`src/hw/rtl/vmnf_pkg.sv`:
```
// vmnf_pkg: shared types and constants of the vertex mask neighborhood filter
// no dependencies; imported by the controller, the datapath and the checker

package vmnf_pkg;

  localparam int MASK_W  = 16;
  localparam int SUM_W   = 22;
  localparam int DVD_W   = 23;
  localparam int DIVR_W  = 7;
  localparam int STEPS   = DVD_W;
  localparam int STEP_W  = $clog2(STEPS);

  localparam logic [MASK_W-1:0] MASK_ONE     = 16'd32768;
  localparam logic [MASK_W-1:0] MASK_HALF    = 16'd16384;
  localparam logic [MASK_W-1:0] SHARPEN_STEP = 16'd1638;

  localparam logic [2:0] MODE_SMOOTH  = 3'd0;
  localparam logic [2:0] MODE_SHARPEN = 3'd1;
  localparam logic [2:0] MODE_GROW    = 3'd2;
  localparam logic [2:0] MODE_SHRINK  = 3'd3;
  localparam logic [2:0] MODE_CON_INC = 3'd4;
  localparam logic [2:0] MODE_CON_DEC = 3'd5;

  typedef enum logic [1:0] {
    ST_ACC,
    ST_LOAD,
    ST_DIV,
    ST_FIN
  } ctrl_state_t;

  typedef struct packed {
    logic accept;
    logic snap;
    logic load;
    logic step;
    logic out_load;
  } ctrl_cmd_t;

endpackage

```
`src/hw/rtl/vmnf_ctrl.sv`:
```
// vmnf_ctrl: sequencer of the filter (request intake, divider steps, result hand-off)
// depends on vmnf_pkg; drives the datapath through ctrl_cmd_t

module vmnf_ctrl
  import vmnf_pkg::*;
(
  input  logic      clk,
  input  logic      rst_n,
  input  logic      in_valid,
  input  logic      in_last_neighbor,
  output logic      in_stall,
  output logic      out_valid,
  input  logic      out_stall,
  output ctrl_cmd_t cmd
);

  ctrl_state_t       state_r, state_nxt;
  logic [STEP_W-1:0] step_cnt_r, step_cnt_nxt;
  logic              out_valid_r, out_valid_nxt;
  logic              last_step;

  assign last_step = (step_cnt_r == STEP_W'(STEPS - 1));

  always_comb begin
    state_nxt = state_r;
    case (state_r)
      ST_ACC: begin
        if (in_valid && in_last_neighbor) state_nxt = ST_LOAD;
      end
      ST_LOAD: state_nxt = ST_DIV;
      ST_DIV: begin
        if (last_step) state_nxt = ST_FIN;
      end
      ST_FIN: begin
        if (!out_valid_r || !out_stall) state_nxt = ST_ACC;
      end
      default: state_nxt = ST_ACC;
    endcase
  end

  always_comb begin
    cmd          = '0;
    in_stall     = 1'b1;
    step_cnt_nxt = '0;
    case (state_r)
      ST_ACC: begin
        in_stall   = 1'b0;
        cmd.accept = in_valid;
        cmd.snap   = in_valid && in_last_neighbor;
      end
      ST_LOAD: cmd.load = 1'b1;
      ST_DIV: begin
        cmd.step     = 1'b1;
        step_cnt_nxt = last_step ? '0 : step_cnt_r + STEP_W'(1);
      end
      ST_FIN: cmd.out_load = !out_valid_r || !out_stall;
      default: cmd = '0;
    endcase
  end

  always_comb begin
    out_valid_nxt = out_valid_r;
    if (out_valid_r && !out_stall) out_valid_nxt = 1'b0;
    if (cmd.out_load) out_valid_nxt = 1'b1;
  end

  always_ff @(posedge clk) begin
    if (!rst_n) begin
      state_r     <= ST_ACC;
      step_cnt_r  <= '0;
      out_valid_r <= 1'b0;
    end else begin
      state_r     <= state_nxt;
      step_cnt_r  <= step_cnt_nxt;
      out_valid_r <= out_valid_nxt;
    end
  end

  assign out_valid = out_valid_r;

endmodule

```
`src/hw/rtl/vmnf_datapath.sv`:
```
// vmnf_datapath: mode register, neighbor accumulators, shared restoring divider, result logic
// depends on vmnf_pkg; sequenced by vmnf_ctrl

module vmnf_datapath
  import vmnf_pkg::*;
#(
  parameter int MAX_NEIGHBORS = 64
) (
  input  logic              clk,
  input  logic              rst_n,
  input  logic              cfg_wr_en,
  input  logic [2:0]        cfg_wr_data,
  input  logic [MASK_W-1:0] in_own_mask,
  input  logic [MASK_W-1:0] in_neighbor_mask,
  input  logic              in_has_neighbor,
  input  ctrl_cmd_t         cmd,
  output logic [MASK_W-1:0] out_filtered_mask
);

  localparam int CNT_W = $clog2(MAX_NEIGHBORS + 1);

  logic [2:0]        mode_r;
  logic [SUM_W-1:0]  sum_r, sum_nxt, sum_upd, sum_s_r;
  logic [CNT_W-1:0]  cnt_r, cnt_nxt, cnt_upd, cnt_s_r;
  logic [MASK_W-1:0] max_r, max_nxt, max_upd, max_s_r;
  logic [MASK_W-1:0] min_r, min_nxt, min_upd, min_s_r;
  logic [MASK_W-1:0] own_s_r;
  logic              take;

  logic [DVD_W-1:0]  q_r, q_nxt;
  logic [DIVR_W:0]   rem_r, rem_nxt, rem_sh;
  logic [DIVR_W-1:0] div_r, div_nxt;
  logic              ge;
  logic [19:0]       own10;

  logic signed [25:0] own_x, q_x, diff, half, base, res;
  logic [MASK_W-1:0]  mask_out_r;

  function automatic logic [MASK_W-1:0] limit_mask(input logic signed [25:0] v);
    logic [MASK_W-1:0] c;
    if (v < 0) c = '0;
    else if (v > $signed({10'b0, MASK_ONE})) c = MASK_ONE;
    else c = v[MASK_W-1:0];
    return c;
  endfunction

  // accumulation including the current request
  always_comb begin
    take    = in_has_neighbor && (cnt_r < CNT_W'(MAX_NEIGHBORS));
    sum_upd = sum_r;
    cnt_upd = cnt_r;
    max_upd = max_r;
    min_upd = min_r;
    if (take) begin
      sum_upd = sum_r + SUM_W'(in_neighbor_mask);
      cnt_upd = cnt_r + CNT_W'(1);
      if (in_neighbor_mask > max_r) max_upd = in_neighbor_mask;
      if (in_neighbor_mask < min_r) min_upd = in_neighbor_mask;
    end
    sum_nxt = sum_r;
    cnt_nxt = cnt_r;
    max_nxt = max_r;
    min_nxt = min_r;
    if (cmd.snap) begin
      sum_nxt = '0;
      cnt_nxt = '0;
      max_nxt = '0;
      min_nxt = MASK_ONE;
    end else if (cmd.accept) begin
      sum_nxt = sum_upd;
      cnt_nxt = cnt_upd;
      max_nxt = max_upd;
      min_nxt = min_upd;
    end
  end

  always_ff @(posedge clk) begin
    if (!rst_n) begin
      mode_r <= MODE_SMOOTH;
      sum_r  <= '0;
      cnt_r  <= '0;
      max_r  <= '0;
      min_r  <= MASK_ONE;
    end else begin
      if (cfg_wr_en) mode_r <= cfg_wr_data;
      sum_r <= sum_nxt;
      cnt_r <= cnt_nxt;
      max_r <= max_nxt;
      min_r <= min_nxt;
    end
  end

  always_ff @(posedge clk) begin
    if (cmd.snap) begin
      own_s_r <= in_own_mask;
      sum_s_r <= sum_upd;
      cnt_s_r <= cnt_upd;
      max_s_r <= max_upd;
      min_s_r <= min_upd;
    end
  end

  // divider operands per mode, then one quotient bit per step
  always_comb begin
    own10   = 20'(own_s_r) * 20'd10;
    rem_sh  = {rem_r[DIVR_W-1:0], q_r[DVD_W-1]};
    ge      = (rem_sh >= {1'b0, div_r});
    q_nxt   = q_r;
    rem_nxt = rem_r;
    div_nxt = div_r;
    if (cmd.load) begin
      rem_nxt = '0;
      case (mode_r)
        MODE_SMOOTH, MODE_SHARPEN: begin
          if (cnt_s_r == '0) begin
            q_nxt   = DVD_W'(own_s_r);
            div_nxt = DIVR_W'(1);
          end else begin
            q_nxt   = DVD_W'(sum_s_r) + DVD_W'(cnt_s_r >> 1);
            div_nxt = DIVR_W'(cnt_s_r);
          end
        end
        MODE_CON_INC: begin
          q_nxt   = (own10 <= 20'd16384) ? '0 : DVD_W'(own10 - 20'd16380);
          div_nxt = DIVR_W'(9);
        end
        MODE_CON_DEC: begin
          q_nxt   = DVD_W'(own_s_r) * DVD_W'(110) + DVD_W'(180274);
          div_nxt = DIVR_W'(100);
        end
        default: begin
          q_nxt   = '0;
          div_nxt = DIVR_W'(1);
        end
      endcase
    end else if (cmd.step) begin
      rem_nxt = ge ? rem_sh - {1'b0, div_r} : rem_sh;
      q_nxt   = {q_r[DVD_W-2:0], ge};
    end
  end

  always_ff @(posedge clk) begin
    q_r   <= q_nxt;
    rem_r <= rem_nxt;
    div_r <= div_nxt;
  end

  // final result
  always_comb begin
    own_x = $signed({10'b0, own_s_r});
    q_x   = $signed({3'b0, q_r});
    diff  = q_x - own_x;
    half  = $signed(diff + 26'(diff[25])) >>> 1;
    base  = (own_s_r > MASK_HALF) ? own_x + 26'(SHARPEN_STEP) : own_x - 26'(SHARPEN_STEP);
    case (mode_r)
      MODE_SMOOTH:  res = q_x;
      MODE_SHARPEN: res = base + half;
      MODE_GROW:    res = $signed({10'b0, max_s_r});
      MODE_SHRINK:  res = $signed({10'b0, min_s_r});
      MODE_CON_INC: res = q_x;
      MODE_CON_DEC: res = q_x;
      default:      res = own_x;
    endcase
  end

  always_ff @(posedge clk) begin
    if (cmd.out_load) mask_out_r <= limit_mask(res);
  end

  assign out_filtered_mask = mask_out_r;

endmodule

```
`src/hw/rtl/vertex_mask_neighborhood_filter.sv`:
```
// Vertex mask neighborhood filter. Each request carries a vertex's own mask and one neighbor
// mask (Q1.15, 32768 is 1.0); requests that are not marked last are taken one per cycle and
// only accumulate sum, count, maximum and minimum of up to MAX_NEIGHBORS neighbors. The
// request marked last closes the vertex: the block then stalls its input while it sets up the
// divider operands, runs the bit-serial restoring divider that forms the mean and the contrast
// maps, and registers the result. A finished result waits in the output register while the
// next vertex streams in; if it is still held by out_stall when the next vertex is done,
// the input stays stalled until it is taken. The filter mode (mode_r) is written through
// cfg_wr_en / cfg_wr_data.

module vertex_mask_neighborhood_filter
  import vmnf_pkg::*;
#(
  parameter int MAX_NEIGHBORS = 64
) (
  input  logic              clk,
  input  logic              rst_n,
  input  logic              cfg_wr_en,
  input  logic [2:0]        cfg_wr_data,
  input  logic              in_valid,
  output logic              in_stall,
  input  logic [MASK_W-1:0] in_own_mask,
  input  logic [MASK_W-1:0] in_neighbor_mask,
  input  logic              in_has_neighbor,
  input  logic              in_last_neighbor,
  output logic              out_valid,
  input  logic              out_stall,
  output logic [MASK_W-1:0] out_filtered_mask
);

  ctrl_cmd_t cmd;

  vmnf_ctrl u_ctrl (
    .clk              (clk),
    .rst_n            (rst_n),
    .in_valid         (in_valid),
    .in_last_neighbor (in_last_neighbor),
    .in_stall         (in_stall),
    .out_valid        (out_valid),
    .out_stall        (out_stall),
    .cmd              (cmd)
  );

  vmnf_datapath #(
    .MAX_NEIGHBORS (MAX_NEIGHBORS)
  ) u_dp (
    .clk               (clk),
    .rst_n             (rst_n),
    .cfg_wr_en         (cfg_wr_en),
    .cfg_wr_data       (cfg_wr_data),
    .in_own_mask       (in_own_mask),
    .in_neighbor_mask  (in_neighbor_mask),
    .in_has_neighbor   (in_has_neighbor),
    .cmd               (cmd),
    .out_filtered_mask (out_filtered_mask)
  );

endmodule

```
`config.mk`:
```
export PLATFORM = sky130hd
export DESIGN_NAME = vertex_mask_neighborhood_filter
export DESIGN_NICKNAME = d
export VERILOG_FILES = /design/src/hw/rtl/vmnf_pkg.sv /design/src/hw/rtl/vmnf_ctrl.sv /design/src/hw/rtl/vmnf_datapath.sv /design/src/hw/rtl/vertex_mask_neighborhood_filter.sv
export SDC_FILE = /design/constraint.sdc
export NUM_CORES = 1
export LEC_CHECK = 0
export BUFFER_PORTS_ARGS = -buffer_cell sky130_fd_sc_hd__buf_2
export CORE_ASPECT_RATIO = 1.1
export CORE_UTILIZATION = 29
export DETAILED_ROUTE_END_ITERATION = 16
export REMOVE_ABC_BUFFERS = 1
export SLEW_MARGIN = 5
export SYNTH_ARGS = -nofsm -noshare
export SYNTH_HDL_FRONTEND = slang
export SYNTH_HIERARCHICAL = 1
export SYNTH_SLANG_ARGS = --single-unit
```
`constraint.sdc`:
```
create_clock -name clk -period 10.8 [get_ports clk]
set_clock_uncertainty 0.05 [all_clocks]
set_input_delay 1.62 -clock clk [delete_from_list [all_inputs] [get_ports clk]]
set_output_delay 1.62 -clock clk [all_outputs]
set_load 0.02 [all_outputs]
```
* Word-level counts from Yosys, hierarchy flattened
Cells that the tools add are included.
** Word-level totals
- Bits in registers :: 202
- Bits of input ports :: 42
- Logic and storage cells :: 99
** Cells by class
- Add/sub/neg operators :: 12
- Multiply operators :: 2
- Order comparisons :: 8
- Equality and inequality tests :: 12
- Muxes and demuxes :: 28
- Bitwise operators :: 2
- Reductions and logical operators :: 17
** Operator list (number)
- $pmux W26 S4 :: 1
- $mux W23 :: 4
- $mux W16 :: 5
- $pmux W23 S3 :: 1
- $add A26 B1 Y26 :: 1
- $add A26 B25 Y26 :: 1
- $gt A26 B17 Y1 const B :: 1
- $lt A26 B1 Y1 const B :: 1
- $mux W26 :: 1
- $sub A23 B16 Y24 :: 1
- $add A22 B6 Y23 :: 1
- $add A23 B18 Y23 const B :: 1
- $add A22 B16 Y22 :: 1
- $mul A16 B6 Y22 const B :: 1
- $mux W22 :: 1
- $mux W7 :: 3
- $pmux W7 S3 :: 1
- $sub A20 B14 Y21 const B :: 1
- $le A20 B15 Y1 const B :: 1
- $mul A16 B3 Y19 const B :: 1
- $add A16 B11 Y17 const B :: 1
- $sub A16 B11 Y17 const B :: 1
- $gt A16 B15 Y1 const B :: 1
- $gt A16 B16 Y1 :: 1
- other kinds (27) :: 48

* Depth between registers and ports, before layout
Gate-level depths: netlist (run 1).
- Depth in word-level cells :: 6
- Mapped depth :: 27
- Depth with buffers taken out :: 26

* Cells and area by module
The synthesis (run 1) kept the hierarchy.
** By module, submodules not included
- vmnf_datapath :: instances 1, cells an instance 2067, area an instance 18078.6 um^2
- vmnf_ctrl :: instances 1, cells an instance 45, area an instance 429.2 um^2

* Worst setup path before layout (run 1)
Ideal clock, no wire load.
- Path kind :: register to register
- Start point :: register u_dp.own_s_r[1]
- End point :: register u_dp.mask_out_r[6] (netlist: u_dp/out_filtered_mask[6]), data pin
- Data arrival time :: 5.581 ns
- Path slack :: 4.903 ns
- Stages on the path, launching flop included :: 27
- Buffers on the path :: 1
- Period minus slack after synthesis :: 5.897 ns
- Cell sequence :: edfxtp_1 -> inv_1 -> ha_1 -> nor2b_1 -> o31a_1 -> o21ai_1 -> a211oi_1 -> nor4_2 -> nand2_1 -> nor2_1 -> ha_1 -> nand2_1 -> nor4_2 -> nand3b_1 -> xnor2_1 -> ha_1 -> a21o_1 -> a2111o_1 -> a21oi_1 -> a31oi_1 -> a21boi_0 -> o21ai_0 -> a221o_1 -> o211ai_1 -> nand2b_1 -> buf_2 -> a21oi_1
** Between the ends
- Longest elaborated chain between the ends :: 6
- Elaborated cells on any way between the ends :: 11
- Those cells by class :: 5 x add/sub; 3 x order compare; 2 x mux; 1 x reduce/logical
** RTL lines
- from (decl) :: line vmnf_datapath.sv:27 : logic [MASK_W-1:0] own_s_r;
- from (signal assigned) :: line vmnf_datapath.sv:95 : own_s_r <= in_own_mask;
- $sub A23 B16 Y24, or another cell as far along :: line vmnf_datapath.sv:152 : diff = q_x - own_x;
- $add A26 B1 Y26 / $mux W26 (equally long branches) :: line vmnf_datapath.sv:153, vmnf_datapath.sv:154
- $add A26 B25 Y26 :: line vmnf_datapath.sv:157 : MODE_SHARPEN: res = base + half;
- $pmux W26 S4 (*) :: line vmnf_datapath.sv:155 : case (mode_r)
- $gt A26 B17 Y1 / $lt A26 B1 Y1 (equally long branches) :: line vmnf_datapath.sv:42, vmnf_datapath.sv:41
- $reduce_or A2 Y1 (no source line)
- to (signal assigned) :: line vmnf_datapath.sv:167 : if (cmd.out_load) mask_out_r <= limit_mask(res);
- to (decl) :: line vmnf_datapath.sv:37 : logic [MASK_W-1:0] mask_out_r;
Every way passes the cells marked *; elsewhere a longest branch is shown, timed or not.
A chain may end at the register's enable or synchronous reset.

* Worst setup path after layout (run 1)
- Start point :: register u_dp.own_s_r[1]
- End point :: register u_dp.mask_out_r[1] (netlist: u_dp/out_filtered_mask[1]), data pin
Same word-level chain as after synthesis.

==> results of run 1 <==
## metrics by stage
step | util | power, mW | std cells | hold WS, ns
2_1_floorplan | - | 4.54 | 2052 | 0.380
3_3_place_gp | 0.315 | 5.82 | 2962 | 0.394
3_5_place_dp | 0.315 | 5.88 | 2962 | 0.417
4_1_cts | 0.329 | 6.80 | 3006 | 0.428
5_1_grt | 0.329 | 7.34 | 3006 | 0.453
6_report | 0.329 | 6.84 | 3006 | 0.429
## layout by cell type, fill, tap and decap left out, types with 17 or more instances in the layout
master / count
xor2_1: 62
nand4_1: 19
mux2_2: 19
buf_4: 18
a211oi_1: 24
inv_1: 160
dfxtp_1: 79
o21ai_0: 111
nand2_1: 183
nor2b_1: 23
clkbuf_16: 24
xnor2_1: 109
nor3_1: 37
o21a_1: 29
ha_1: 213
o31ai_1: 23
a21o_1: 47
edfxtp_1: 123
fa_1: 46
mux2i_1: 37
a31oi_1: 17
a21oi_1: 140
nor2_1: 206
nand2b_1: 24
buf_2: 59
nand3_1: 73
## power groups by stage
| stage | logic, mW | registers [mW] | clock network (mW) |
|---|---|---|---|
| 4_1_cts | 4.71 | 1.19 | 0.902 |
| 5_1_grt | 5.20 | 1.21 | 0.929 |
| 6_report | 4.75 | 1.20 | 0.887 |
| 2_1_floorplan | 3.39 | 1.15 | 0 |
| 3_3_place_gp | 4.62 | 1.20 | 0 |
| 3_5_place_dp | 4.67 | 1.21 | 0 |
## per-layer routing
metal | share of wire | vias to the layer above
li1 | - | 7671
met1 | 0.43 | 7665
met2 | 0.48 | 448
met3 | 0.047 | 101
met4 | 0.045 | 0
met5 | 0 | -
## path summary, 6_finish.rpt
check / start / cells after the start / slack (ns) / to
setup / recovery: u_dp/own_s_r[1] / 25 / 3.70 / u_dp/out_filtered_mask[1]
hold / removal: u_ctrl/step_cnt_r[0] / 1 / 0.43 / u_ctrl/step_cnt_r[0]
setup reg to reg: u_dp/own_s_r[1] / 25 / 3.70 / u_dp/out_filtered_mask[1]
hold reg to reg: u_ctrl/step_cnt_r[0] / 1 / 0.43 / u_ctrl/step_cnt_r[0]
## cell type report
class,count,area (sq um),share of cell area
repair buffers,77,430,0.0209
clock inverters,16,220,0.0107
flip-flops and latches,202,5280,0.256
multi-input cells,1689,12400,0.602
clock buffers,28,646,0.0313
well taps,833,1040,0.0505
inverters,161,604,0.0293
## kinds of logic after synthesis
group / Yosys count / synth area share
AO/OA/AOI/OAI: 534 / 0.190
XOR/XNOR: 172 / 0.0818
adder cells (fa/ha/maj): 260 / 0.194
buffers and inverters: 221 / 0.0460
flip-flops: 202 / 0.285
multiplexers: 56 / 0.0316
AND/OR/NAND/NOR: 667 / 0.171
## critical path, cell delays in order (launching register included)
cell and delay [ns]:
edfxtp_1 0.69, inv_1 0.28, ha_1 0.33, nor2b_1 0.16, o31a_1 0.29, o21ai_1 0.25, a211oi_1 0.16, nor4_2 0.40
nand2_1 0.26, nor2_1 0.17, ha_1 0.22, nand2_1 0.12, nor4_2 0.44, nand3b_1 0.15, xnor2_1 0.15, ha_1 0.40
a21o_1 0.22, a2111o_1 0.41, a21oi_1 0.15, a31oi_1 0.10, a21boi_0 0.32, o21ai_0 0.16, a221o_1 0.32, o211ai_1 0.13
nand2b_1 0.42, nor2_1 0.09
## registers in the layout (all words and copies together), names as in the netlist
signal / cells
u_ctrl/out_valid: 1
u_ctrl/state_r: 2
u_ctrl/step_cnt_r: 5
u_dp/cnt_r: 7
u_dp/cnt_s_r: 7
u_dp/div_r: 7
u_dp/max_r: 16
u_dp/max_s_r: 16
u_dp/min_r: 16
u_dp/min_s_r: 16
u_dp/mode_r: 3
u_dp/out_filtered_mask: 16
u_dp/own_s_r: 16
u_dp/q_r: 23
u_dp/rem_r: 7
u_dp/sum_r: 22
u_dp/sum_s_r: 22
==> key figures, run 1 <==
Detailed routing
  • DRT Wirelength: 56000 um
  • Via-per-instance ratio: 5.28
  • Wirelength per Cell: 18.6 um
  • Vias post-DR: roughly 16000
  • Initial DRT Pass Iterations: 5
  • DRC: 0
  • ANT nets after route: 0
  • Iteration-0 DRC Markers: 1058

GRT
  • GR Util met2: 0.292
  • Most congested layer reported by global routing: met2
  • Total Routing Usage GR: 0.168
  • Vias in the first global route: approximately 15000
  • Global-route met3 utilization: 0.0158
  • Total grt overflow: 0
  • Largest net degree at the start of global routing: 76
  • Fraction of met1 tracks used by global routing: 0.211
  • Antenna violations before repair: 0
  • First-pass GRT wire length: just under 90000 um

Timing
  • RSZ-0062 raised after global routing: no
  • Setup slack after layout: 3.70 ns
  • Fmax: ~0.14 GHz
  • Hold Fails Final Rpt: 0
  • Worst rel slew slack: 0.161
  • Total negative slack: 0 ns
  • Period minus WS final: 7.10 ns
  • Finish-stage setup viols: 0
  • Fin. max-slew vios: 0
  • Worst slew pin tran: 1.25 ns
  • Final worst-path cycle share: 0.657

Critical path
  • Critical path startpoint category: register
  • Crit-path max FO: 12
  • Setup CP Type: reg -> reg
  • Setup crit end kind: register
  • CP Data Arrival Time: 7.32 ns
  • Worst path required time: between 10 and 15 ns

Placement
  • Pre-CTS setup slack: 3.82 ns
  • Port Buf Inserts: 59
  • Dpl hpwl: between 40000 and 50000 um
  • RePlAce Congestion: 0.964
  • Cell Area, Placed: a little under 20000 sq um

Power
  • Clock power frac: 0.130
  • Pleak: 8.41 nW
  • Max IR drop VDD: 230 uV
  • Sequential power share: 0.175
  • Sw frac: 0.509
  • Logic pwr share: 0.695
  • Sw power: 3.48 mW
  • Pint: 3.36 mW
  • Pwr dens: 331 nW/um^2

Status
  • Status: finished, final reports clean

Clock tree
  • CTS H-Tree Depth: 1
  • Post-CTS setup repair buffer count: 0
  • Hold buffers post-CTS: 0
  • Clk sinks: 202
  • Max clock buf depth: 3
  • Skew-Pair Late Insertion Delay: 0.55 ns
  • Resized cells post-CTS: 0
  • Num CTS Buffers: 24
  • Root buf cell: clkbuf_16
  • Reg clk slew, reported paths: 0.06 ns
  • Clock tree from TritonCTS: built

Layout
  • Fillers: ~6600
  • Layout area overhead: 11.5%
  • Cell area after layout: slightly above 20000 sq um
  • Ant diodes: 0
  • Layout cells sized above 1: 0.0787
  • Nets: 2457

Job
  • # Max-Cap Violations: 0

Logic synthesis
  • Share of the synthesized area in the top cell type: 0.200
  • Cell area after synthesis: 18500 sq um
  • Cell with the most instances after synthesis: ha_1
  • Synthesized area per cell: 8.76 sq um
  • Synth Register Bits: 202
  • Async set-reset flop share out of synthesis: 0
  • Post-synth EDFFs: roughly 120
  • Seq/Total Area, Yosys: 0.285
  • Synth cell count leaders: ha_1 (214), nor2_1 (206), nand2_1 (183)
  • Synth Flop Type: edfxtp_1
  • Yosys warning count: 6
  • Yosys top cell by area: edfxtp_1
  • Unique masters post-synth: 88
  • Post-synthesis cell count: roughly 2100
  • Largest cells by area after synthesis: edfxtp_1 (20%), ha_1 (14%), dfxtp_1 (8.5%), xnor2_1 (5.2%), fa_1 (5.0%)

Floorplan
  • Core area: 62700 sq um
  • Floorplan row count: 96
  • Die Width: 243 um
  • Die Area: 64800 sq um
  • Starting Density: 0.295
  • Top Ports: 60
  • Die Ht: 267 um

Hold path
  • Hold crit path type: reg -> reg
Note: power is estimated with default switching activity, not from simulation.
==> run 2: changes to the inputs <==
Clock period 10.8 ns to 7.07 ns, I/O delays scaled along.
==> key figures, run 2 (synthesis gave the netlist of run 1 again) <==
Layout
  • Cell area after layout: 20900 sq um
  • Largest Register: u_dp/q_r
  • Nets: 2487
  • Layout cells sized above 1: 0.0917
  • Largest regs: u_dp/q_r x23, u_dp/sum_r x22, u_dp/sum_s_r x22
  • Layout area overhead: 12.7%
  • Fillers: 6522
  • Most frequent cells in the layout: ha_1 (213), nor2_1 (206), nand2_1 (183)
  • Most common cell after layout, fill and taps aside: ha_1
  • Max reg flops: 23

Detailed routing
  • Vias post-DR: between 15000 and 20000
  • Iteration-0 DRC Markers: about 1100
  • DRC: 0
  • DRT Wirelength: about 56000 um
  • Via-per-instance ratio: 5.20
  • Wirelength per Cell: 18.5 um
  • ANT nets after route: 0
  • Initial DRT Pass Iterations: 5

GRT
  • Total Routing Usage GR: 0.171
  • First-pass GRT wire length: 87700 um
  • Largest net degree at the start of global routing: 72
  • Total grt overflow: 0
  • Vias in the first global route: 15600
  • Antenna violations before repair: 1

Placement
  • Port Buf Inserts: 59
  • Dpl hpwl: 45600 um
  • Pre-CTS setup slack: about 0.45 ns
  • Cell Area, Placed: 20000 sq um
  • RePlAce Congestion: 0.955

Critical path
  • Critical path startpoint category: register
  • Crit-path max FO: 7
  • Setup CP Type: reg -> reg
  • Worst path required time: 7.34 ns
  • Setup crit end kind: register
  • CP Data Arrival Time: 6.89 ns

Timing
  • Hold Fails Final Rpt: 0
  • Total negative slack: 0 ns
  • RSZ-0062 raised after global routing: yes
  • Period minus WS final: 6.62 ns
  • Hold Worst Slack: 0.424 ns
  • Worst rel slew slack: 0.234
  • Setup slack after layout: 0.446 ns
  • Fin. max-slew vios: 0
  • Final worst-path cycle share: 0.937
  • Finish-stage setup viols: 0
  • Worst slew pin tran: roughly 1.1 ns
  • Fmax: 0.151 GHz

Clock tree
  • Reg clk slew, reported paths: 0.06 ns
  • Max clock buf depth: 3
  • CTS H-Tree Depth: 1
  • Skew-Pair Late Insertion Delay: roughly 0.53 ns
  • Clk sinks: 202
  • Num CTS Buffers: 24
  • Root buf cell: clkbuf_16
  • Clock tree from TritonCTS: built

Power
  • Pleak: 8.55 nW
  • Pwr dens: 504 nW/um^2
  • Max IR drop VDD: 337 uV

Floorplan
  • Floorplan row count: 96
  • Die Area: 64800 sq um
  • Starting Density: 0.295
  • Core area: 62700 sq um
  • Die Ht: 267 um
  • Die Width: 243 um
  • Top Ports: 60

Hold path
  • Hold crit path type: reg -> reg

Job
  • # Max-Cap Violations: 0

Status
  • Status: finished, final reports clean
==> run 2: repair_timing <==
item / 4_1_cts / 5_1_grt
hold endpoints to repair: 0 / 0
setup endpoints to repair: 0 / 15
buffers inserted: 0 / 0
hold buffers: 0 / 0
gates resized for setup: 0 / 2
==> run 2: stage by stage <==
stage               power (mW)   util  cells
detailed placement        9.05  0.319   2992
floorplan                 6.93      -   2052
CTS                       10.4  0.332   3036
global placement          8.95  0.319   2992
finish                    10.5  0.333   3037
global route              11.3  0.333   3037
==> run 2: final timing paths <==
path	startpoint	end	slack [ns]	cells past startpoint
hold / removal	u_ctrl/step_cnt_r[0]	u_ctrl/step_cnt_r[0]	0.42	1
hold reg to reg	u_ctrl/step_cnt_r[0]	u_ctrl/step_cnt_r[0]	0.42	1
setup / recovery	u_dp/own_s_r[2]	u_dp/out_filtered_mask[11]	0.45	25
setup reg to reg	u_dp/own_s_r[2]	u_dp/out_filtered_mask[11]	0.45	25
==> run 2: final cells by class <==
| type | count | area, sq um | area share |
|---|---|---|---|
| Multi-Input combinational cell | 1689 | 12400 | 0.595 |
| Sequential cell | 202 | 5280 | 0.253 |
| Tap cell | 833 | 1040 | 0.0500 |
| Timing Repair Buffer | 107 | 656 | 0.0314 |
| Clock buffer | 28 | 636 | 0.0305 |
| Inverter | 161 | 604 | 0.0290 |
| Clock inverter | 16 | 223 | 0.0107 |
| Antenna cell | 1 | 2.50 | 0.000120 |
==> run 2: power breakdown <==
part	switching (mW)	total, mW	internal [mW]
Sequential	0.216	1.80	1.58
Clock	0.509	1.34	0.829
Combinational	4.65	7.39	2.74
Total	5.37	10.5	5.15
==> run 2: critical path, cell delays in order, from the launching register on <==
cell      delay, ns
edfxtp_1       0.39
inv_1          0.28
ha_1           0.36
o21a_1         0.23
o31a_1         0.14
o21ai_1        0.25
a211oi_1       0.16
nor4_2         0.42
nand2_1        0.25
nor2_1         0.16
ha_1           0.22
nand2_1        0.12
nor4_2         0.43
nand3b_1       0.14
xnor2_1        0.15
ha_1           0.39
a21o_1         0.21
a2111o_1       0.41
a21oi_1        0.17
a31oi_1        0.11
a21boi_0       0.33
xnor2_1        0.10
a211oi_1       0.25
o211ai_1       0.17
nor2_1         0.21
nor4b_1        0.35
==> run 2: per-layer routing <==
metal	GRT usage	wire (um)
met5	0	0
met4	0.0865	3020
met3	0.0152	2270
met2	0.285	26000
met1	0.220	25000
